`config.mk`:
```
export PLATFORM = sky130hd
export DESIGN_NAME = packet_crc16_frame_checker_unit
export DESIGN_NICKNAME = d
export VERILOG_FILES = /design/src/rtl/core/pcfc_pkg.sv /design/src/rtl/core/packet_crc16_frame_checker_unit.sv
export SDC_FILE = /design/constraint.sdc
export NUM_CORES = 1
export LEC_CHECK = 0
export BUFFER_PORTS_ARGS = -buffer_cell sky130_fd_sc_hd__buf_4
export CORE_ASPECT_RATIO = 1.1
export CORE_MARGIN = 2
export CORE_UTILIZATION = 58
export CTS_BUF_LIST = sky130_fd_sc_hd__clkbuf_4
export CTS_CLUSTER_DIAMETER = 80
export CTS_CLUSTER_SIZE = 8
export DETAILED_ROUTE_END_ITERATION = 7
export PLACE_DENSITY = 0.79
export SLEW_MARGIN = 25
export SYNTH_ARGS = -nofsm -noshare
export SYNTH_HDL_FRONTEND = slang
export SYNTH_SLANG_ARGS = --single-unit
```
`constraint.sdc`:
```
create_clock -name i_clk -period 14.7 [get_ports i_clk]
set_clock_uncertainty 0.2 [all_clocks]
set_input_delay 0 -clock i_clk [delete_from_list [all_inputs] [get_ports i_clk]]
set_output_delay 0 -clock i_clk [all_outputs]
set_load 0.03 [all_outputs]
```
`src/rtl/core/pcfc_pkg.sv`:
```
`timescale 1ns / 1ps

package pcfc_pkg;

    // CRC-16 constants: MSB-first, polynomial 0x1021, no reflection, no final XOR.
    localparam logic [15:0] CrcPoly     = 16'h1021;
    localparam logic [15:0] CrcSeedRst  = 16'hFFFF;

    // Packet layout: type, address, length, flags, CRC low, CRC high, then payload.
    localparam int unsigned HeaderBytes = 6;
    localparam int unsigned PosWidth    = 9;
    localparam logic [PosWidth-1:0] PosKind    = 9'd0;
    localparam logic [PosWidth-1:0] PosAddr    = 9'd1;
    localparam logic [PosWidth-1:0] PosLength  = 9'd2;
    localparam logic [PosWidth-1:0] PosCrcLow  = 9'd4;
    localparam logic [PosWidth-1:0] PosCrcHigh = 9'd5;
    localparam logic [PosWidth-1:0] PosPayload = 9'd6;
    // The last two payload bytes are consumed but not covered.
    localparam logic [PosWidth-1:0] CoverSkew  = 9'd4;
    localparam logic [PosWidth-1:0] PosMax     = 9'd260;

    // Output beat layout.
    localparam int unsigned OutDataWidth = 56;

    // One byte through the CRC, eight shift steps unrolled.
    function automatic logic [15:0] crc_byte(input logic [15:0] crc, input logic [7:0] b);
        logic [15:0] c;
        c = crc ^ {b, 8'h00};
        for (int k = 0; k < 8; k++) begin
            if (c[15]) begin
                c = {c[14:0], 1'b0} ^ CrcPoly;
            end else begin
                c = {c[14:0], 1'b0};
            end
        end
        return c;
    endfunction

endpackage

```
`src/rtl/core/packet_crc16_frame_checker_unit.sv`:
```
`timescale 1ns / 1ps

// Packet CRC-16 frame checker. Bytes of a packet (six header bytes: type,
// address, length, flags, CRC low, CRC high, then "length" payload bytes)
// arrive one per beat on the slave side. A CRC-16 (polynomial 0x1021,
// MSB first) starts from the seed register at the first byte of each packet
// and covers the first four header bytes and all payload bytes but the last
// two. On the last byte of a packet one beat is sent on the master side with
// the computed and received CRC, the type, address and length fields and a
// match flag; other bytes produce no beat. The block takes one byte every
// cycle while the master side does not stall; a result beat passes through
// one input register and one result register around a single eight-bit CRC
// update. The seed is written through i_cfg_we and takes effect from the
// next packet.
module packet_crc16_frame_checker_unit (
    input  logic        i_clk,
    input  logic        i_rst_n,
    // Configuration: CRC seed.
    input  logic        i_cfg_we,
    input  logic [15:0] i_cfg_wdata,
    // Slave side.
    input  logic        i_s_tvalid,
    output logic        o_s_tready,
    input  logic [7:0]  i_s_tdata,   // [7:0] rx_byte
    // Master side.
    output logic        o_m_tvalid,
    input  logic        i_m_tready,
    output logic [pcfc_pkg::OutDataWidth-1:0] o_m_tdata,
    // [15:0] computed_crc, [31:16] received_crc, [39:32] packet_kind,
    // [47:40] module_address, [55:48] payload_count
    output logic [0:0]  o_m_tuser    // [0] crc_ok
);
    import pcfc_pkg::*;

    logic [15:0]         r_seed;
    logic                r_in_valid;
    logic [7:0]          r_in_byte;
    logic [PosWidth-1:0] r_pos;
    logic [15:0]         r_crc;
    logic [7:0]          r_len;
    logic [15:0]         r_rx_crc;
    logic [7:0]          r_kind;
    logic [7:0]          r_addr;
    logic                r_out_valid;
    logic [OutDataWidth-1:0] r_out_data;
    logic                r_out_ok;

    logic                out_free;
    logic                advance;
    logic [15:0]         crc_base;
    logic                covered;
    logic [15:0]         n_crc;
    logic [15:0]         n_rx_crc;
    logic [7:0]          n_kind;
    logic [7:0]          n_addr;
    logic [7:0]          n_len;
    logic                last;
    logic [PosWidth-1:0] n_pos;

    // Handshake: the byte register moves on whenever the result register can take a beat.
    assign out_free   = !r_out_valid || i_m_tready;
    assign advance    = r_in_valid && out_free;
    assign o_s_tready = !r_in_valid || out_free;

    // Configuration register.
    always_ff @(posedge i_clk) begin
        if (!i_rst_n) begin
            r_seed <= CrcSeedRst;
        end else if (i_cfg_we) begin
            r_seed <= i_cfg_wdata;
        end
    end

    // Input register.
    always_ff @(posedge i_clk) begin
        if (!i_rst_n) begin
            r_in_valid <= 1'b0;
        end else if (o_s_tready) begin
            r_in_valid <= i_s_tvalid;
        end
    end

    always_ff @(posedge i_clk) begin
        if (o_s_tready && i_s_tvalid) begin
            r_in_byte <= i_s_tdata;
        end
    end

    // Per-byte processing: CRC update, header capture and end-of-packet detection.
    always_comb begin
        crc_base = (r_pos == PosKind) ? r_seed : r_crc;
        n_kind   = r_kind;
        n_addr   = r_addr;
        n_len    = r_len;
        n_rx_crc = r_rx_crc;
        covered  = 1'b0;
        if (r_pos < PosCrcLow) begin
            covered = 1'b1;
        end else if (r_pos >= PosPayload) begin
            covered = (r_pos - CoverSkew) < {1'b0, r_len};
        end
        if (r_pos == PosKind) begin
            n_kind = r_in_byte;
        end
        if (r_pos == PosAddr) begin
            n_addr = r_in_byte;
        end
        if (r_pos == PosLength) begin
            n_len = r_in_byte;
        end
        if (r_pos == PosCrcLow) begin
            n_rx_crc = {r_rx_crc[15:8], r_in_byte};
        end
        if (r_pos == PosCrcHigh) begin
            n_rx_crc = {r_in_byte, r_rx_crc[7:0]};
        end
        n_crc = covered ? crc_byte(crc_base, r_in_byte) : crc_base;
        last  = (r_pos >= PosCrcHigh) && (r_pos == (PosCrcHigh + {1'b0, r_len}));
        n_pos = last ? PosKind : (r_pos + 9'd1);
    end

    // Packet state.
    always_ff @(posedge i_clk) begin
        if (!i_rst_n) begin
            r_pos    <= PosKind;
            r_crc    <= CrcSeedRst;
            r_len    <= 8'd0;
            r_rx_crc <= 16'd0;
            r_kind   <= 8'd0;
            r_addr   <= 8'd0;
        end else if (advance) begin
            r_pos    <= n_pos;
            r_crc    <= n_crc;
            r_len    <= n_len;
            r_rx_crc <= n_rx_crc;
            r_kind   <= n_kind;
            r_addr   <= n_addr;
        end
    end

    // Result register.
    always_ff @(posedge i_clk) begin
        if (!i_rst_n) begin
            r_out_valid <= 1'b0;
        end else if (out_free) begin
            r_out_valid <= advance && last;
        end
    end

    always_ff @(posedge i_clk) begin
        if (advance && last) begin
            r_out_data <= {n_len, n_addr, n_kind, n_rx_crc, n_crc};
            r_out_ok   <= (n_crc == n_rx_crc);
        end
    end

    assign o_m_tvalid = r_out_valid;
    assign o_m_tdata  = r_out_data;
    assign o_m_tuser  = r_out_ok;

`ifndef SYNTHESIS
    // The byte position never runs past the end of the longest packet.
    a_pos_range: assert property (@(posedge i_clk) disable iff (!i_rst_n)
        r_pos <= PosMax)
        else $error("byte position out of range");

    // A finished packet yields a result beat and restarts at the first header byte.
    a_result_loaded: assert property (@(posedge i_clk) disable iff (!i_rst_n)
        (advance && last) |=> (o_m_tvalid && (r_pos == PosKind)))
        else $error("result not presented after last byte");

    // The match flag agrees with the two CRC fields of the beat.
    a_flag_consistent: assert property (@(posedge i_clk) disable iff (!i_rst_n)
        o_m_tvalid |-> (o_m_tuser[0] == (o_m_tdata[15:0] == o_m_tdata[31:16])))
        else $error("crc_ok disagrees with CRC fields");

    // A held byte is not overwritten while the result side stalls.
    a_in_hold: assert property (@(posedge i_clk) disable iff (!i_rst_n)
        (r_in_valid && !advance) |=> (r_in_valid && $stable(r_in_byte)))
        else $error("input byte lost under stall");
`endif

endmodule
```
==> metrics.yaml <==
synth_fp_nets: 804
ant_nets: 0
synthMuxAreaShare_pct: 11.1
cap_viol_max_count: 0
core-area_um2: 13200
grt_overflow_total: 0
stdcell_count: 1082
wl_um: 22600
synth_compound_area_share_pct: 9.14
worst_hold_slack_ps: 171
crit_path_end_kind: "flop"
power_density_nw_per_um2: 101
fin_util_pct: 73.2
hpwl_um: 14000
final_nets: 954
start_kind: "flop"
path_buf_inv: 1
grt_max_degree: 69
tightestPinTransition_ps: 882
cts_resized: 0
dieHeight_um: 125
max_slew_margin_pct: 41.2
drtPass1Iterations: 6
post-route-drc-count: 0
fin_crit_ps: 4330
cp_top_family: "compound AO/OA/AOI/OAI gates"
vias: 6541
rsz0062_at_grt: "no"
synth-xor-area-share_pct: 7.70
crit_slowest_cell: "o21ai_2"
intPower_mw: 0.672
cp_data_required_time_ps: 14900
drt_iter0_markers: 731
grt_usage_pct: 32.5
synth.cell_area_um2: 7760
rows: 44
synth_edf_count: 65
p_comb_share_pct: 22.4
io_buffers: 87
fmax_mhz: 231
wl_per_cell_um: 20.9
synth_top_family_by_area: "simple AND/OR/NAND/NOR gates"
worstPathArrival_ps: 4530
antenna_found_initial: 0
fin_setup_tns_ps: 0
max_stage_delay_ps: 720
drive_gt1_share_pct: 19.4
diodes: 0
min_period_over_period_pct: 29.5
ys_seq_area_share_pct: 46.5
power.leakage_nw: 3.98
pin_count: 88
status: "complete, no violations"
seq_power_share_pct: 48.7
synthCells: 758
placed_cells: 964
cts_root_buffer: "clkbuf_4"
grt_pass1_vias: 6436
syn_area_per_cell_um2: 10.2
gp_congestion: 0.931
yosysWarnings: 0
floorplan.initialDensity_pct: 59.0
avgViaCountPerCell: 6.05
htreeDepth: 4
switchingPower_mw: 0.297
ys.flop_type: "dfxtp_1"
chipWidth_um: 114
pre_cts_ws_ps: 10450
switching_share_pct: 30.7
grt_pass1_wl_um: 35300
setup_slack_ps: 10370
hold_violations: 0
cp_max_fo: 15
setup_viol: 0
cts-buffers-inserted: 17
ctsHoldBuffers: 86
async_flop_share_pct: 0
cts_sinks: 148
ys_types: 72
syn_to_final_growth_pct: 24.1
clk_pin_slew_ps: 140
dpl_cell_area_um2: 8460
slew_viol_final: 0
path_cells: "inv_1 > ha_1 > nand2_1 > xnor2_1 > ha_1 > a21o_1 > a21o_1 > a221o_1 > o21ai_2 > mux2i_1 > xnor2_1 > o2111ai_1 > nor4_2"
ir_drop_mv: 0.0643
post_cts_buffers: 0
finalPower_mw: 0.969
clk_latency_ps: 570
synth-seq-cells: 148
clk_path_buf_depth: 2
synth_simple_gate_area_share_pct: 18.5
cts_tree: "built"
dieArea_um2: 14300
yosys.area_share.adder_pct: 2.74
clkPwrFrac_pct: 28.9
min_path_type: "input port to flop"
path_class: "flop to flop"
stdcell_area_um2: 9640
synthesized netlist by cell type, types with 24 or more instances:
master,instances,area [um2]
a211oi_1,26,195
clkbuf_1,28,105
dfxtp_1,83,1660
edfxtp_1,65,1950
inv_1,28,105
mux2_2,29,327
mux2i_1,51,510
nand2_1,64,240
nand3_1,30,150
nor2_1,84,315
nor3_1,24,120
xnor2_1,28,245
kinds of logic (layout without fill, tap and decap cells):
group,Yosys count,in the layout
buf+inv,78,241
compound gates,100,100
simple gates,278,278
xor+xnor,55,55
mux,82,82
fa+ha+maj,17,17
flops,148,148
cell type report:
| type | count | area (um2) |
|---|---|---|
| multi-input combinational | 532 | 3840 |
| sequential | 148 | 3610 |
| fill | 877 | 3520 |
| timing repair buffer | 178 | 1550 |
| tap | 161 | 201 |
| clock inverter | 14 | 175 |
| clock buffer | 18 | 135 |
| inverter | 31 | 118 |
registers in the layout (all words and copies together), names as in the netlist:
name,count
r_seed,16
r_addr,8
r_pos,9
r_kind,8
o_m_tdata,56
o_m_tvalid,1
r_in_valid,1
r_crc,16
r_len,8
r_in_byte,8
o_m_tuser,1
r_rx_crc,16
worst register-to-register path, delay by kind of cell, from the launching register on:
family | cells | cell delay, ps
AOI/OAI and AO/OA | 5 | 1530
DFF | 1 | 600
adders and majority gates | 2 | 570
muxes | 1 | 430
and+or+nand+nor | 2 | 390
xor gates and xnor gates | 2 | 270
buffers and inverters | 1 | 190
placed cells by master (no fill, tap or decap), types with 4 or more instances in the layout:
master         instances
clkinv_4               4
ha_1                  17
nor2b_1               19
o211ai_1              11
nand2_1               64
nand3_1               30
nand4_1                7
inv_1                 28
buf_4                 92
clkbuf_4              18
a21oi_1               20
xnor2_1               28
edfxtp_1              65
nand4b_1              14
nor3_1                24
mux2i_1               51
a211oi_1              26
o22ai_1                7
dlygate4sd3_1         86
xor2_1                18
and2_1                 4
mux2_2                29
dfxtp_1               83
nor2_1                83
o21ai_0                6
xnor3_1                6
a21o_1                 5
power groups by stage:
stage | sequential [mW] | combinational [mW] | clock [mW]
2_1_floorplan | 0.469 | 0.144 | 0
3_3_place_gp | 0.479 | 0.183 | 0
3_5_place_dp | 0.480 | 0.186 | 0
4_1_cts | 0.471 | 0.207 | 0.279
5_1_grt | 0.474 | 0.233 | 0.296
6_report | 0.472 | 0.217 | 0.280
layer usage:
layer / wire length (um) / global-route usage [%] / up-vias
li1: - / - / 3005
met1: 8920 / 41.0 / 3116
met2: 10900 / 53.1 / 340
met3: 1750 / 6.98 / 80
met4: 1010 / 15.4 / 0
met5: 0 / 0 / -
path summary, 6_finish.rpt:
kind,slack (ps),to,startpoint,cells past startpoint
max reg2reg,10370,o_m_tuser,r_pos[2],13
max,10370,o_m_tuser,r_pos[2],13
min reg2reg,300,r_crc[0],r_crc[0],2
min,170,o_m_tvalid,i_m_tready,4
No activity file was read; power rests on OpenSTA's default activity.
